**src/rtl/cglr_pkg.sv**
```systemverilog
// cglr_pkg: widths, register indexes, reset values and the command word
// passed from the front end to the cell walker of the line rasterizer
// depends on nothing
package cglr_pkg;

   localparam int RowW      = 4;
   localparam int ColW      = 5;
   localparam int CharW     = 8;
   localparam int CntW      = 5;
   localparam int ErrW      = 8;
   localparam int LimW      = 9;
   localparam int RowsRegW  = 5;
   localparam int ColsRegW  = 6;
   localparam int CsrIdxW   = 4;
   localparam int CsrDataW  = 6;

   localparam logic [CsrIdxW-1:0]  CsrRowsInUse = 4'd0;
   localparam logic [CsrIdxW-1:0]  CsrColsInUse = 4'd1;

   localparam logic [RowsRegW-1:0] RowsInUseRst = 5'd10;
   localparam logic [ColsRegW-1:0] ColsInUseRst = 6'd20;

   localparam int QueueDepth = 2;
   localparam int QPtrW      = 1;
   localparam int QCntW      = 2;

   // one line, already reduced to a walk: start cell, step directions,
   // cell count minus one and the rounding slope d_minor / d_major
   typedef struct packed {
      logic [RowW-1:0]  row;
      logic [ColW-1:0]  col;
      logic             row_major;
      logic             major_dec;
      logic             minor_dec;
      logic [CntW-1:0]  count;
      logic [CntW-1:0]  d_major;
      logic [CntW-1:0]  d_minor;
      logic [CharW-1:0] fill;
   } cglr_cmd_type;

endpackage

```
**src/rtl/cglr_if.sv**
```systemverilog
// cglr channel interfaces: line request, cell write and register write words
// depends on cglr_pkg
interface cglr_req_if;
   logic                      valid;
   logic                      ready;
   logic [cglr_pkg::RowW-1:0]  start_row;
   logic [cglr_pkg::ColW-1:0]  start_col;
   logic [cglr_pkg::RowW-1:0]  end_row;
   logic [cglr_pkg::ColW-1:0]  end_col;
   logic [cglr_pkg::CharW-1:0] fill_char;

   modport source (output valid, start_row, start_col, end_row, end_col, fill_char,
                   input ready);
   modport sink   (input valid, start_row, start_col, end_row, end_col, fill_char,
                   output ready);
endinterface

interface cglr_rsp_if;
   logic                      valid;
   logic                      ready;
   logic [cglr_pkg::RowW-1:0]  pixel_row;
   logic [cglr_pkg::ColW-1:0]  pixel_col;
   logic [cglr_pkg::CharW-1:0] pixel_char;
   logic                      last;

   modport source (output valid, pixel_row, pixel_col, pixel_char, last, input ready);
   modport sink   (input valid, pixel_row, pixel_col, pixel_char, last, output ready);
endinterface

interface cglr_csr_if;
   logic                         valid;
   logic                         ready;
   logic [cglr_pkg::CsrIdxW-1:0]  index;
   logic [cglr_pkg::CsrDataW-1:0] data;

   modport source (output valid, index, data, input ready);
   modport sink   (input valid, index, data, output ready);
endinterface

```
**src/rtl/char_grid_line_rasterizer.sv**
```systemverilog
// char_grid_line_rasterizer: top level of the character grid line rasterizer
// depends on cglr_pkg, cglr_if, cglr_front, cglr_cmd_fifo and cglr_back
//
//  channel    dir  word                                              handshake
//  req_chan   in   start_row, start_col, end_row, end_col, fill_char valid/ready
//  rsp_chan   out  pixel_row, pixel_col, pixel_char, last            valid/ready
//  csr_chan   in   index, data (0: rows_in_use, 1: cols_in_use)      valid/ready
//
// the cell walker sets the rate: it loads a line, then walks it at one cell
// per cycle while the output register is free, and loads the next line only
// after the last cell; the front end drops a line with an endpoint off the grid
// the front end keeps taking lines while the two-entry queue has room
// the walker stalls only when the output register holds an untaken word
// synchronous active-high reset empties queue and walker, grid size 10 x 20
module char_grid_line_rasterizer #(
   parameter int MAX_ROWS = 16,
   parameter int MAX_COLS = 32
) (
   input  logic       clock,
   input  logic       reset,
   cglr_req_if.sink   req_chan,
   cglr_rsp_if.source rsp_chan,
   cglr_csr_if.sink   csr_chan
);

   // front end to queue
   logic                   cmd_push;
   logic                   cmd_full;
   cglr_pkg::cglr_cmd_type cmd_push_data;

   // queue to cell walker
   logic                   cmd_pop;
   logic                   cmd_valid;
   cglr_pkg::cglr_cmd_type cmd_pop_data;

   // bounds check, classification and grid size registers
   cglr_front #(
      .MAX_ROWS (MAX_ROWS),
      .MAX_COLS (MAX_COLS)
   ) u_front (
      .clock    (clock),
      .reset    (reset),
      .req_chan (req_chan),
      .csr_chan (csr_chan),
      .cmd_full (cmd_full),
      .cmd_push (cmd_push),
      .cmd_data (cmd_push_data)
   );

   // decouples the front end from the walker
   cglr_cmd_fifo u_fifo (
      .clock     (clock),
      .reset     (reset),
      .push      (cmd_push),
      .push_data (cmd_push_data),
      .full      (cmd_full),
      .pop       (cmd_pop),
      .not_empty (cmd_valid),
      .pop_data  (cmd_pop_data)
   );

   // walks the cells and drives the output register
   cglr_back u_back (
      .clock     (clock),
      .reset     (reset),
      .cmd_valid (cmd_valid),
      .cmd_data  (cmd_pop_data),
      .cmd_pop   (cmd_pop),
      .rsp_chan  (rsp_chan)
   );

endmodule

```
**src/rtl/cglr_front.sv**
```systemverilog
// cglr_front: grid size registers, bounds check and line classification
// depends on cglr_pkg and cglr_if
module cglr_front #(
   parameter int MAX_ROWS = 16,
   parameter int MAX_COLS = 32
) (
   input  logic                   clock,
   input  logic                   reset,
   cglr_req_if.sink               req_chan,
   cglr_csr_if.sink               csr_chan,
   input  logic                   cmd_full,
   output logic                   cmd_push,
   output cglr_pkg::cglr_cmd_type cmd_data
);

   localparam logic [cglr_pkg::LimW-1:0] MaxRowsC = cglr_pkg::LimW'(MAX_ROWS);
   localparam logic [cglr_pkg::LimW-1:0] MaxColsC = cglr_pkg::LimW'(MAX_COLS);

   logic [cglr_pkg::RowsRegW-1:0] rows_ff, rows_in;
   logic [cglr_pkg::ColsRegW-1:0] cols_ff, cols_in;
   logic [cglr_pkg::LimW-1:0]     rows_ext, cols_ext, row_lim, col_lim;
   logic                          outside, straight, along_col, row_major, fwd;
   logic signed [cglr_pkg::CntW:0] dr, dc;
   logic [cglr_pkg::CntW-1:0]     adr, adc, s_maj, e_maj;
   logic                          min_neg;

   assign csr_chan.ready = 1'b1;

   always_comb begin
      rows_in = rows_ff;
      cols_in = cols_ff;
      if (csr_chan.valid) begin
         case (csr_chan.index)
            cglr_pkg::CsrRowsInUse: rows_in = csr_chan.data[cglr_pkg::RowsRegW-1:0];
            cglr_pkg::CsrColsInUse: cols_in = csr_chan.data;
            default: ;
         endcase
      end
   end

   always_ff @(posedge clock) begin
      if (reset) begin
         rows_ff <= cglr_pkg::RowsInUseRst;
         cols_ff <= cglr_pkg::ColsInUseRst;
      end else begin
         rows_ff <= rows_in;
         cols_ff <= cols_in;
      end
   end

   // effective grid size, clamped to the build limits
   assign rows_ext = cglr_pkg::LimW'(rows_ff);
   assign cols_ext = cglr_pkg::LimW'(cols_ff);
   assign row_lim  = (rows_ext > MaxRowsC) ? MaxRowsC : rows_ext;
   assign col_lim  = (cols_ext > MaxColsC) ? MaxColsC : cols_ext;

   assign outside = (cglr_pkg::LimW'(req_chan.start_row) >= row_lim)
                 || (cglr_pkg::LimW'(req_chan.end_row)   >= row_lim)
                 || (cglr_pkg::LimW'(req_chan.start_col) >= col_lim)
                 || (cglr_pkg::LimW'(req_chan.end_col)   >= col_lim);

   assign dr  = $signed({2'b00, req_chan.end_row}) - $signed({2'b00, req_chan.start_row});
   assign dc  = $signed({1'b0, req_chan.end_col})  - $signed({1'b0, req_chan.start_col});
   assign adr = dr[cglr_pkg::CntW] ? cglr_pkg::CntW'(-dr) : dr[cglr_pkg::CntW-1:0];
   assign adc = dc[cglr_pkg::CntW] ? cglr_pkg::CntW'(-dc) : dc[cglr_pkg::CntW-1:0];

   assign along_col = (req_chan.start_row == req_chan.end_row);
   assign straight  = along_col || (req_chan.start_col == req_chan.end_col);
   assign row_major = adr > adc;
   assign s_maj     = row_major ? cglr_pkg::CntW'(req_chan.start_row) : req_chan.start_col;
   assign e_maj     = row_major ? cglr_pkg::CntW'(req_chan.end_row)   : req_chan.end_col;
   assign fwd       = s_maj < e_maj;
   assign min_neg   = row_major ? dc[cglr_pkg::CntW] : dr[cglr_pkg::CntW];

   always_comb begin
      cmd_data.fill = req_chan.fill_char;
      if (straight) begin
         cmd_data.row       = req_chan.start_row;
         cmd_data.col       = req_chan.start_col;
         cmd_data.row_major = !along_col;
         cmd_data.major_dec = along_col ? dc[cglr_pkg::CntW] : dr[cglr_pkg::CntW];
         cmd_data.minor_dec = 1'b0;
         cmd_data.count     = along_col ? adc : adr;
         cmd_data.d_major   = cglr_pkg::CntW'(1);
         cmd_data.d_minor   = '0;
      end else begin
         // walk from the smaller major end; the minor value there is exact
         cmd_data.row       = fwd ? req_chan.start_row : req_chan.end_row;
         cmd_data.col       = fwd ? req_chan.start_col : req_chan.end_col;
         cmd_data.row_major = row_major;
         cmd_data.major_dec = 1'b0;
         cmd_data.minor_dec = min_neg ^ !fwd;
         cmd_data.count     = row_major ? adr : adc;
         cmd_data.d_major   = row_major ? adr : adc;
         cmd_data.d_minor   = row_major ? adc : adr;
      end
   end

   assign req_chan.ready = !cmd_full;
   assign cmd_push       = req_chan.valid && !cmd_full && !outside;

endmodule

```
**src/rtl/cglr_cmd_fifo.sv**
```systemverilog
// cglr_cmd_fifo: short command queue between front end and cell walker
// depends on cglr_pkg
module cglr_cmd_fifo (
   input  logic                   clock,
   input  logic                   reset,
   input  logic                   push,
   input  cglr_pkg::cglr_cmd_type push_data,
   output logic                   full,
   input  logic                   pop,
   output logic                   not_empty,
   output cglr_pkg::cglr_cmd_type pop_data
);

   cglr_pkg::cglr_cmd_type       slot_ff [cglr_pkg::QueueDepth];
   logic [cglr_pkg::QPtrW-1:0]   wr_ff, wr_in, rd_ff, rd_in;
   logic [cglr_pkg::QCntW-1:0]   cnt_ff, cnt_in;
   logic                         do_push, do_pop;

   assign full      = (cnt_ff == cglr_pkg::QCntW'(cglr_pkg::QueueDepth));
   assign not_empty = (cnt_ff != '0);
   assign do_push   = push && !full;
   assign do_pop    = pop && not_empty;
   assign pop_data  = slot_ff[rd_ff];

   always_comb begin
      wr_in  = do_push ? wr_ff + 1'b1 : wr_ff;
      rd_in  = do_pop  ? rd_ff + 1'b1 : rd_ff;
      cnt_in = cnt_ff;
      if (do_push && !do_pop) begin
         cnt_in = cnt_ff + 1'b1;
      end else if (do_pop && !do_push) begin
         cnt_in = cnt_ff - 1'b1;
      end
   end

   always_ff @(posedge clock) begin
      if (reset) begin
         wr_ff  <= '0;
         rd_ff  <= '0;
         cnt_ff <= '0;
      end else begin
         wr_ff  <= wr_in;
         rd_ff  <= rd_in;
         cnt_ff <= cnt_in;
      end
   end

   always_ff @(posedge clock) begin
      if (do_push) begin
         slot_ff[wr_ff] <= push_data;
      end
   end

endmodule

```
**src/rtl/cglr_back.sv**
```systemverilog
// cglr_back: cell walker, one cell per cycle while the output register is free,
// with an error accumulator, feeding a registered cell write output
// depends on cglr_pkg and cglr_if
module cglr_back (
   input  logic                   clock,
   input  logic                   reset,
   input  logic                   cmd_valid,
   input  cglr_pkg::cglr_cmd_type cmd_data,
   output logic                   cmd_pop,
   cglr_rsp_if.source             rsp_chan
);

   logic                          busy_ff, busy_in;
   cglr_pkg::cglr_cmd_type        cmd_ff, cmd_in;
   logic signed [cglr_pkg::ErrW-1:0] err_ff, err_in, two_d, two_t, sum, dif;
   logic                          out_valid_ff, out_valid_in;
   logic [cglr_pkg::RowW-1:0]     out_row_ff, out_row_in;
   logic [cglr_pkg::ColW-1:0]     out_col_ff, out_col_in;
   logic [cglr_pkg::CharW-1:0]    out_char_ff, out_char_in;
   logic                          out_last_ff, out_last_in;
   logic                          out_free, emit, minor_up, minor_dn;

   assign out_free = !out_valid_ff || rsp_chan.ready;
   assign emit     = busy_ff && out_free;
   assign cmd_pop  = !busy_ff && cmd_valid;

   assign two_d = $signed({2'b00, cmd_ff.d_major, 1'b0});
   assign two_t = $signed({2'b00, cmd_ff.d_minor, 1'b0});
   assign sum   = err_ff + two_t;
   assign dif   = err_ff - two_t;
   assign minor_up = !cmd_ff.minor_dec && (sum >= two_d);
   assign minor_dn = cmd_ff.minor_dec && (dif < 0);

   always_comb begin
      busy_in      = busy_ff;
      cmd_in       = cmd_ff;
      err_in       = err_ff;
      out_valid_in = out_valid_ff && !rsp_chan.ready;
      out_row_in   = out_row_ff;
      out_col_in   = out_col_ff;
      out_char_in  = out_char_ff;
      out_last_in  = out_last_ff;
      if (cmd_pop) begin
         busy_in = 1'b1;
         cmd_in  = cmd_data;
         err_in  = $signed({3'b000, cmd_data.d_major});
      end else if (emit) begin
         out_valid_in = 1'b1;
         out_row_in   = cmd_ff.row;
         out_col_in   = cmd_ff.col;
         out_char_in  = cmd_ff.fill;
         out_last_in  = (cmd_ff.count == '0);
         busy_in      = (cmd_ff.count != '0);
         cmd_in.count = cmd_ff.count - 1'b1;
         // rounding remainder stays in [0, 2*d_major)
         if (cmd_ff.minor_dec) begin
            err_in = minor_dn ? dif + two_d : dif;
         end else begin
            err_in = minor_up ? sum - two_d : sum;
         end
         if (cmd_ff.row_major) begin
            cmd_in.row = cmd_ff.major_dec ? cmd_ff.row - 1'b1 : cmd_ff.row + 1'b1;
            if (minor_up) begin
               cmd_in.col = cmd_ff.col + 1'b1;
            end else if (minor_dn) begin
               cmd_in.col = cmd_ff.col - 1'b1;
            end
         end else begin
            cmd_in.col = cmd_ff.major_dec ? cmd_ff.col - 1'b1 : cmd_ff.col + 1'b1;
            if (minor_up) begin
               cmd_in.row = cmd_ff.row + 1'b1;
            end else if (minor_dn) begin
               cmd_in.row = cmd_ff.row - 1'b1;
            end
         end
      end
   end

   always_ff @(posedge clock) begin
      if (reset) begin
         busy_ff      <= 1'b0;
         out_valid_ff <= 1'b0;
      end else begin
         busy_ff      <= busy_in;
         out_valid_ff <= out_valid_in;
      end
   end

   always_ff @(posedge clock) begin
      cmd_ff      <= cmd_in;
      err_ff      <= err_in;
      out_row_ff  <= out_row_in;
      out_col_ff  <= out_col_in;
      out_char_ff <= out_char_in;
      out_last_ff <= out_last_in;
   end

   assign rsp_chan.valid      = out_valid_ff;
   assign rsp_chan.pixel_row  = out_row_ff;
   assign rsp_chan.pixel_col  = out_col_ff;
   assign rsp_chan.pixel_char = out_char_ff;
   assign rsp_chan.last       = out_last_ff;

endmodule
```
**src/flat_wrapper.sv**
```systemverilog
// flat-port wrapper written by rule: the top's interface ports become plain ports
module char_grid_line_rasterizer_flat 
#(
   parameter int MAX_ROWS = 16,
   parameter int MAX_COLS = 32
)
  (clock, reset, req_chan_valid, req_chan_start_row, req_chan_start_col, req_chan_end_row, req_chan_end_col, req_chan_fill_char, req_chan_ready, rsp_chan_valid, rsp_chan_pixel_row, rsp_chan_pixel_col, rsp_chan_pixel_char, rsp_chan_last, rsp_chan_ready, csr_chan_valid, csr_chan_index, csr_chan_data, csr_chan_ready);
  cglr_req_if req_chan_i ();
  cglr_rsp_if rsp_chan_i ();
  cglr_csr_if csr_chan_i ();
  input  logic clock;
  input  logic reset;
  input wire logic [$bits(req_chan_i.valid)-1:0] req_chan_valid;
  input wire logic [$bits(req_chan_i.start_row)-1:0] req_chan_start_row;
  input wire logic [$bits(req_chan_i.start_col)-1:0] req_chan_start_col;
  input wire logic [$bits(req_chan_i.end_row)-1:0] req_chan_end_row;
  input wire logic [$bits(req_chan_i.end_col)-1:0] req_chan_end_col;
  input wire logic [$bits(req_chan_i.fill_char)-1:0] req_chan_fill_char;
  output wire logic [$bits(req_chan_i.ready)-1:0] req_chan_ready;
  output wire logic [$bits(rsp_chan_i.valid)-1:0] rsp_chan_valid;
  output wire logic [$bits(rsp_chan_i.pixel_row)-1:0] rsp_chan_pixel_row;
  output wire logic [$bits(rsp_chan_i.pixel_col)-1:0] rsp_chan_pixel_col;
  output wire logic [$bits(rsp_chan_i.pixel_char)-1:0] rsp_chan_pixel_char;
  output wire logic [$bits(rsp_chan_i.last)-1:0] rsp_chan_last;
  input wire logic [$bits(rsp_chan_i.ready)-1:0] rsp_chan_ready;
  input wire logic [$bits(csr_chan_i.valid)-1:0] csr_chan_valid;
  input wire logic [$bits(csr_chan_i.index)-1:0] csr_chan_index;
  input wire logic [$bits(csr_chan_i.data)-1:0] csr_chan_data;
  output wire logic [$bits(csr_chan_i.ready)-1:0] csr_chan_ready;
  assign req_chan_i.valid = req_chan_valid;
  assign req_chan_i.start_row = req_chan_start_row;
  assign req_chan_i.start_col = req_chan_start_col;
  assign req_chan_i.end_row = req_chan_end_row;
  assign req_chan_i.end_col = req_chan_end_col;
  assign req_chan_i.fill_char = req_chan_fill_char;
  assign req_chan_ready = req_chan_i.ready;
  assign rsp_chan_valid = rsp_chan_i.valid;
  assign rsp_chan_pixel_row = rsp_chan_i.pixel_row;
  assign rsp_chan_pixel_col = rsp_chan_i.pixel_col;
  assign rsp_chan_pixel_char = rsp_chan_i.pixel_char;
  assign rsp_chan_last = rsp_chan_i.last;
  assign rsp_chan_i.ready = rsp_chan_ready;
  assign csr_chan_i.valid = csr_chan_valid;
  assign csr_chan_i.index = csr_chan_index;
  assign csr_chan_i.data = csr_chan_data;
  assign csr_chan_ready = csr_chan_i.ready;
  char_grid_line_rasterizer #(.MAX_ROWS(MAX_ROWS), .MAX_COLS(MAX_COLS)) u_core (.clock(clock), .reset(reset), .req_chan(req_chan_i), .rsp_chan(rsp_chan_i), .csr_chan(csr_chan_i));
endmodule
```
**config.mk**
```make
export PLATFORM = sky130hd
export DESIGN_NAME = char_grid_line_rasterizer_flat
export DESIGN_NICKNAME = d
export VERILOG_FILES = /design/src/rtl/cglr_pkg.sv /design/src/rtl/cglr_if.sv /design/src/rtl/char_grid_line_rasterizer.sv /design/src/rtl/cglr_front.sv /design/src/rtl/cglr_cmd_fifo.sv /design/src/rtl/cglr_back.sv /design/src/flat_wrapper.sv
export SDC_FILE = /design/constraint.sdc
export NUM_CORES = 1
export LEC_CHECK = 0
export BUFFER_PORTS_ARGS = -buffer_cell sky130_fd_sc_hd__buf_2
export CAP_MARGIN = 5
export CORE_UTILIZATION = 25
export DETAILED_ROUTE_END_ITERATION = 10
export SYNTH_ARGS = -nofsm -noshare
export SYNTH_HDL_FRONTEND = slang
export SYNTH_SLANG_ARGS = --single-unit
export TNS_END_PERCENT = 10
```
**constraint.sdc**
```tcl
create_clock -name clock -period 6.22 [get_ports clock]
set_input_delay 0.311 -clock clock [delete_from_list [all_inputs] [get_ports clock]]
set_output_delay 0.311 -clock clock [all_outputs]
set_load 0.02 [all_outputs]
```
==> key figures, run 1 <==
Outcome
  • Outcome: finished clean

Floorplanning
  • Number of cell rows: between 60 and 70
  • # IOs: 62
  • Initial Utilization: 0.254
  • Die area: 0.0348 sq mm
  • Core area: between 0.03 and 0.04 sq mm
  • Die H: ~190 um
  • Die width: roughly 190 um

Synth
  • EDFF count, synth: 128
  • Ys flop type: edfxtp_1
  • Synth top area share: 0.452
  • Syn_nets: about 850
  • Flops & latches, synth: roughly 150
  • Register area share after synthesis: 0.501
  • Async SR Flop Fraction: 0
  • Area contributors post-synth: edfxtp_1, ha_1, dfxtp_1, mux2_2, mux2i_1
  • Post-Syn Area: between 0.008 and 0.009 sq mm
  • Netlist cell types: 63
  • Syn Area/Cell: 11.5 sq um
  • Synth Warn #: 0
  • Instance count of the mapped netlist: between 700 and 800
  • Most area-hungry cell type in the Yosys netlist: edfxtp_1

Place
  • Number of port buffers: 60
  • DP HPWL: between 10000 and 15000 um
  • GPL Wtd Cong: just over 0.8

Worst setup path
  • CP Capture Type: flop
  • Slowest-stage cell, CP: a2bb2oi_4
  • Crit start category: primary input
  • Worst path depth: 21
  • R2R depth: 14
  • Worst path most repeated cell: a21o_1
  • CP bufs+invs: 3
  • Critical path class: in2reg
  • Critical path's top delay family: compound AO/OA/AOI/OAI gates
  • Worst-path fanout max: 27
  • Worst path cell trace: buf_2 > inv_1 > ha_1 > inv_1 > fa_1 > a21o_1 > a21oi_1 > nand2b_1 > xor2_1 > ha_1 > a21o_1 > or2_1 > o2111ai_1 > a2bb2oi_4 > o21ai_0 > ha_1 > a21o_1 > a21o_1 > a21oi_1 > a21o_4 > mux2_4
  • CP required: ~6.4 ns
  • Arrival time worst endpoint: around 5.3 ns
  • CP peak stage delay: 0.63 ns

Power
  • Power density cells: approximately 560 mW/mm^2
  • Peak VDD IR: approximately 260 uV
  • LEAKAGE: about 0.0039 uW
  • Pwr Total: between 5000 and 6000 uW

STA
  • Period utilization: 0.829
  • RSZ-0062 raised after global routing: false
  • Setup_tns: 0 ns
  • Worst-margin pin slew: between 1 and 1.5 ns
  • Hold Vio Cnt, Final: 0
  • Max-slew headroom: 0.298
  • Final Max Tran Viols: 0
  • Min Tclk post-route: approximately 5.2 ns
  • Skew final: approximately 0.010 ns
  • Max frequency: slightly below 200 MHz
  • Finish-stage setup viols: 0

Clock network
  • Clock transition at the registers of the reported paths: roughly 0.070 ns
  • Max clock buf depth: 2
  • TritonCTS clock tree: yes
  • PostCTS Resize Cnt: 0
  • Clk_lat worst skew: 0.42 ns
  • Number of post-CTS setup repair buffers: 0
  • Clock Tree Root: clkbuf_16
  • Clk sinks: approximately 150
  • Hold_buf cts: 0
  • H-tree depth: 4
  • TritonCTS Buffers: 17

Drt
  • Drt wl/cell: 15.2 um
  • DRT Pass-1 Iters: 5
  • Via count: ~5800
  • Post-DRT Antenna Nets: 0
  • First-iteration detailed-routing DRC count: 385
  • DRC: 0
  • Routed WL: 19200 um
  • Via density: around 4.6

Layout
  • Filler Cell Count: roughly 3500
  • # diodes: 0
  • Commonest non-fill, non-tap cell in the layout: edfxtp_1
  • Nets: ~910
  • Reg area: roughly 0.0043 sq mm
  • Footprint of the multi-input gates: 0.00395 sq mm
  • Layout cells sized above 1: 0.173
  • Area Overhead vs Synth: 16.5%
  • Commonest non-fill, non-tap cells in the layout: edfxtp_1, ha_1, buf_2, inv_1, a21oi_1

Job
  • Number of max-cap violations: 0

Global routing
  • Vias in the first global route: between 5000 and 6000
  • Pin count of the biggest net entering global routing: between 40 and 50
  • Global route overflow: 0
  • Total track usage: 0.114
  • Antenna violations before repair: 0
  • First-pass GRT wire length: ~31000 um

Hold path
  • Min-delay worst type: in2reg
  • Worst hold path stage count: 1
==> stage by stage <==
stage          setup WS, ns  cells  instance area, sq um  hold WS [ns]   util
4_1_cts                1.12   1262                  9910        0.0523  0.295
3_5_place_dp          0.668   1230                  9330         0.405  0.278
6_report               1.06   1262                  9910        0.0768  0.295
2_1_floorplan         0.845    740                  8510         0.400      -
5_1_grt               0.742   1262                  9910        0.0553  0.295
3_3_place_gp          0.830   1230                  9330         0.404  0.278
==> power breakdown <==
group | switching, uW | total, uW | internal, uW
Sequential | 241 | 1760 | 1520
Combinational | 1620 | 2790 | 1170
Clock | 428 | 1020 | 595
Total | 2290 | 5570 | 3280
==> layout make-up <==
class / instances / area share
clock buffers: 18 / 0.0433
clock inverters: 14 / 0.0150
inverters: 55 / 0.0208
multi-input cells: 511 / 0.398
flip-flops and latches: 149 / 0.430
well taps: 448 / 0.0566
repair buffers: 67 / 0.0356
==> final timing paths <==
path | startpoint | to | slack [ns]
min | req_chan_fill_char[2] | u_core.u_fifo.slot_ff[1][2] | 0.08
max reg2reg | u_core.u_back.cmd_ff[8] | u_core.u_back.cmd_ff[30] | 1.61
max | req_chan_end_row[0] | u_core.u_fifo.slot_ff[1][33] | 1.06
min reg2reg | u_core.u_back.cmd_ff[1] | u_core.u_back.rsp_chan.pixel_char[1] | 0.42
==> worst register-to-register path, stage by stage (launching register included) <==
cell and delay [ns]:
edfxtp_1 0.43, ha_1 0.27, fa_1 0.44, nor2b_1 0.16, o21ai_0 0.25, nand2_1 0.11
xnor2_1 0.17, ha_1 0.31, inv_1 0.07, nor3_1 0.26, a211oi_2 0.18, buf_4 0.23
nor3_1 0.63, nor3b_1 0.11, o21ai_0 0.63
==> state kept, by name, indices dropped and copies added (netlist names), 2 cells and up, named ones only <==
register and flops:
u_core.u_front.rows_ff 5, u_core.u_back.rsp_chan.pixel_row 4, u_core.u_front.cols_ff 6, u_core.u_back.rsp_chan.pixel_char 8, u_core.u_fifo.cnt_ff 2, u_core.u_fifo.slot_ff 70, u_core.u_back.rsp_chan.pixel_col 5, u_core.u_back.cmd_ff 35
u_core.u_back.err_ff 8
==> layer usage <==
layer	GRT usage	share of wire	vias up
met3	0.0218	0.036	16
met5	0	0	-
met4	0.0366	0.012	0
li1	-	-	2853
met1	0.157	0.50	2798
met2	0.178	0.45	131
==> cells by family (layout without fill, tap and decap cells) <==
| logic type | Yosys count | in the layout | synth area share |
|---|---|---|---|
| flops | 149 | 149 | 0.501 |
| other cells | 1 | 1 | 0.000441 |
| xor+xnor | 33 | 33 | 0.0356 |
| mux | 58 | 58 | 0.0763 |
| compound gates | 161 | 161 | 0.124 |
| buf+inv | 80 | 154 | 0.0360 |
| fa+ha+maj | 70 | 70 | 0.108 |
| simple gates | 188 | 188 | 0.118 |
==> cell usage after synthesis, drive strengths merged, types with 19 or more instances <==
cell,instances
inv,55
clkbuf,19
nor2b,21
edfxtp,128
nor2,45
dfxtp,21
o21ai,44
nand2,28
xnor2,20
ha,64
a21oi,48
mux2,31
mux2i,27
nand2b,23
No activity file was read; power rests on OpenSTA's default activity.
==> run 2, diff against run 1 <==
- ABC_AREA: default -> 1
- clock period: 6.22 -> 4.5 ns (I/O delays scaled with it)
==> key figures, run 2 <==
STA
  • Worst-margin pin slew: 0.787 ns (-0.266 ns)
  • Period utilization: 0.888
  • Setup WS post-layout: 0.506 ns (-0.556 ns)
  • Setup_tns: 0 ns (unchanged)
  • Skew final: 0.00971 ns (-0.000381 ns)
  • RSZ-0062 raised after global routing: false
  • Finish-stage setup viols: 0 (unchanged)
  • Max frequency: ~250 MHz
  • Hold Vio Cnt, Final: 0 (unchanged)
  • Worst hold slack: 0.0371 ns (-0.0397 ns)
  • Min Tclk post-route: ~4.0 ns
  • Final Max Tran Viols: 0 (unchanged)
  • Max-slew headroom: 0.470 (+0.173)

Worst setup path
  • Arrival time worst endpoint: 4.27 ns (-1.06 ns)
  • R2R setup slack: 0.98 ns (-0.63 ns)
  • CP required: 4.78 ns (-1.61 ns)
  • Critical path class: in2reg
  • Worst-path fanout max: 12 (-56%)
  • Crit start category: primary input
  • Reg2reg start: u_core.u_back.cmd_ff[8]
  • Worst path cell trace: buf_2 > inv_1 > ha_1 > inv_1 > fa_1 > inv_1 > ha_1 > inv_1 > nand2_1 > xnor2_1 > ha_1 > a21oi_1 > nand3b_1 > nand3_2 > nand2_4 > mux2i_1 > ha_1 > a21oi_1 > nor2_1 > a211oi_1 > nand2_2 > nand2_2 > nand2_1 > nand2_1
  • CP bufs+invs: 5 (+2)
  • CP Capture Type: flop
  • Critical path launch point: req_chan_end_row[0]
  • Critical path's top delay family: adder cells
  • CP peak stage delay: 0.50 ns (-0.13 ns)
  • Slowest-stage cell, CP: fa_1

Drt
  • Via density: 4.37 (-4.9%)
  • First-iteration detailed-routing DRC count: 393 (+2.1%)
  • Via count: 6394 (+10%)
  • Post-DRT Antenna Nets: 0 (unchanged)
  • Routed WL: 19700 um (+2.3%)
  • Drt wl/cell: 13.4 um (-12%)
  • DRC: 0 (unchanged)
  • DRT Pass-1 Iters: 5 (unchanged)

Job
  • Number of max-cap violations: 0 (unchanged)

Place
  • DP HPWL: 15100 um (+9.8%)
  • Place WS: 0.105 ns (-0.563 ns)
  • Number of port buffers: 60 (unchanged)
  • GPL Wtd Cong: 0.889 (+7.5%)

Layout
  • Footprint of the multi-input gates: 0.00368 sq mm (-6.8%)
  • Commonest non-fill, non-tap cell in the layout: nand2_1
  • Biggest regs: u_core.u_fifo.slot_ff x70, u_core.u_back.cmd_ff x35
  • # diodes: 0 (unchanged)
  • Filler Cell Count: 3511 (+1.2%)
  • Nets: 1113 (+22%)
  • Fin util: 0.301 (+0.00504)
  • Reg with most FFs: u_core.u_fifo.slot_ff
  • Commonest non-fill, non-tap cells in the layout: nand2_1, edfxtp_1, inv_1, ha_1, buf_2
  • Reg area: 0.00426 sq mm (about the same)
  • Area Overhead vs Synth: 18.6%
  • Layout cells sized above 1: 0.130 (-0.0432)
  • Max reg flops: 70 (unchanged)

Synth
  • Synth top area share: 0.452 (about the same)
  • Ys flop type: edfxtp_1
  • Instance count of the mapped netlist: 921 (+24%)
  • Most area-hungry cell type in the Yosys netlist: edfxtp_1
  • Netlist cell types: 46 (-27%)
  • Syn_nets: 1032 (+21%)
  • Syn Area/Cell: 9.23 sq um (-20%)
  • Flops & latches, synth: 149 (unchanged)
  • EDFF count, synth: 128 (unchanged)
  • Post-synth top cells: nand2_1, edfxtp_1, inv_1
  • Synth Warn #: 0 (unchanged)
  • Post-Syn Area: 0.00850 sq mm (about the same)
  • Async SR Flop Fraction: 0 (unchanged)
  • Most frequent cell after synthesis: nand2_1
  • Register area share after synthesis: 0.502 (about the same)
  • Area contributors post-synth: edfxtp_1, nand2_1, ha_1, inv_1, dfxtp_1

Global routing
  • Vias in the first global route: 6219 (+4.7%)
  • Global route overflow: 0 (unchanged)
  • Antenna violations before repair: 0 (unchanged)
  • Pin count of the biggest net entering global routing: 45 (+2.3%)
  • First-pass GRT wire length: 31700 um (+0.77%)
  • Total track usage: 0.115 (+0.00147)

Floorplanning
  • Initial Utilization: 0.253 (about the same)
  • Die width: 186 um (about the same)
  • Die area: 0.0347 sq mm (about the same)
  • Number of cell rows: 67 (unchanged)
  • # IOs: 62 (unchanged)
  • Core area: 0.0335 sq mm (unchanged)
  • Die H: 186 um (about the same)

Clock network
  • Clk_lat worst skew: 0.43 ns (about the same)
  • TritonCTS clock tree: yes
  • Clk sinks: 149 (unchanged)
  • Number of post-CTS setup repair buffers: 0 (unchanged)
  • Clock Tree Root: clkbuf_16
  • Max clock buf depth: 2 (unchanged)
  • TritonCTS Buffers: 17 (unchanged)
  • Clock transition at the registers of the reported paths: 0.07 ns (about the same)
  • H-tree depth: 4 (unchanged)

Hold path
  • Hold Crit Start: csr_chan_data[4]
  • Min-delay worst type: in2reg

Power
  • LEAKAGE: 0.00445 uW (+16%)
  • Peak VDD IR: 305 uV (+19%)
  • Power density cells: 758 mW/mm^2 (+35%)

Outcome
  • Outcome: finished clean
==> run 2: cell types whose count changed in the layout (fill, tap and decap cells not counted), moves of 22 or more <==
cell      change
inv_1        +69
mux2_2       -24
mux2i_1      -22
nand2b_1     -23
nand3_1      +35
nand2_1     +206
==> run 2: power by group <==
part / internal, uW / switching [uW] / total, uW / leakage [uW]
clock network: 889 / 599 / 1490 / 0.000298
logic: 1370 / 2470 / 3830 / 0.00280
registers: 2100 / 218 / 2320 / 0.00136
total: 4360 / 3280 / 7640 / 0.00445
==> run 2: tightest hold or removal path: stages <==
cell,delay (ns)
buf_2,0.09
nand2_1,0.05
nand3_1,0.07
==> run 2: cell type report <==
class                           count  area share
Sequential cell                   149       0.423
Multi-Input combinational cell    625       0.365
Tap cell                          448      0.0556
Inverter                          128      0.0477
Timing Repair Buffer               81      0.0474
Clock buffer                       17      0.0422
Clock inverter                     15      0.0190
==> run 2: kinds of logic (layout without fill, tap and decap cells) <==
kind of cell / after synthesis / after routing / share of synthesized area
other cells: 1 / 1 / 0.000441
compound gates: 139 / 139 / 0.0960
flops: 149 / 149 / 0.502
buf+inv: 147 / 241 / 0.0674
xor+xnor: 32 / 32 / 0.0330
mux: 4 / 4 / 0.00471
simple gates: 379 / 379 / 0.188
fa+ha+maj: 70 / 70 / 0.108
==> run 2: per-layer routing <==
metal  wire length [um]  track usage  vias to the layer above
li1                   -            -                     3257
met1               9510        0.155                     2978
met2               8800        0.182                      136
met3                985       0.0258                       23
met4                356       0.0369                        0
met5                  0            0                        -
==> run 2: per-stage QoR <==
| stage | total power, uW | instances | area, sq um |
|---|---|---|---|
| after floorplan | 5170 | 921 | 8500 |
| final | 7640 | 1463 | 10100 |
| after CTS | 7690 | 1463 | 10100 |
| after global placement | 6090 | 1423 | 9380 |
| after global routing | 8300 | 1463 | 10100 |
| after detailed placement | 6170 | 1423 | 9380 |
==> run 2: path summary, 6_finish.rpt <==
| kind | end | depth (start not counted) |
|---|---|---|
| hold reg to reg | u_core.u_back.rsp_chan.pixel_char[4] | 0 |
| hold / removal | u_core.u_front.cols_ff[4] | 3 |
| setup reg to reg | u_core.u_back.cmd_ff[27] | 17 |
| setup / recovery | u_core.u_fifo.slot_ff[0][26] | 24 |
==> run 2: what timing repair did <==
action,4_1_cts,5_1_grt
gates resized for setup,0,0
hold endpoints to repair,16,0
hold buffers,8,0
setup endpoints to repair,0,0
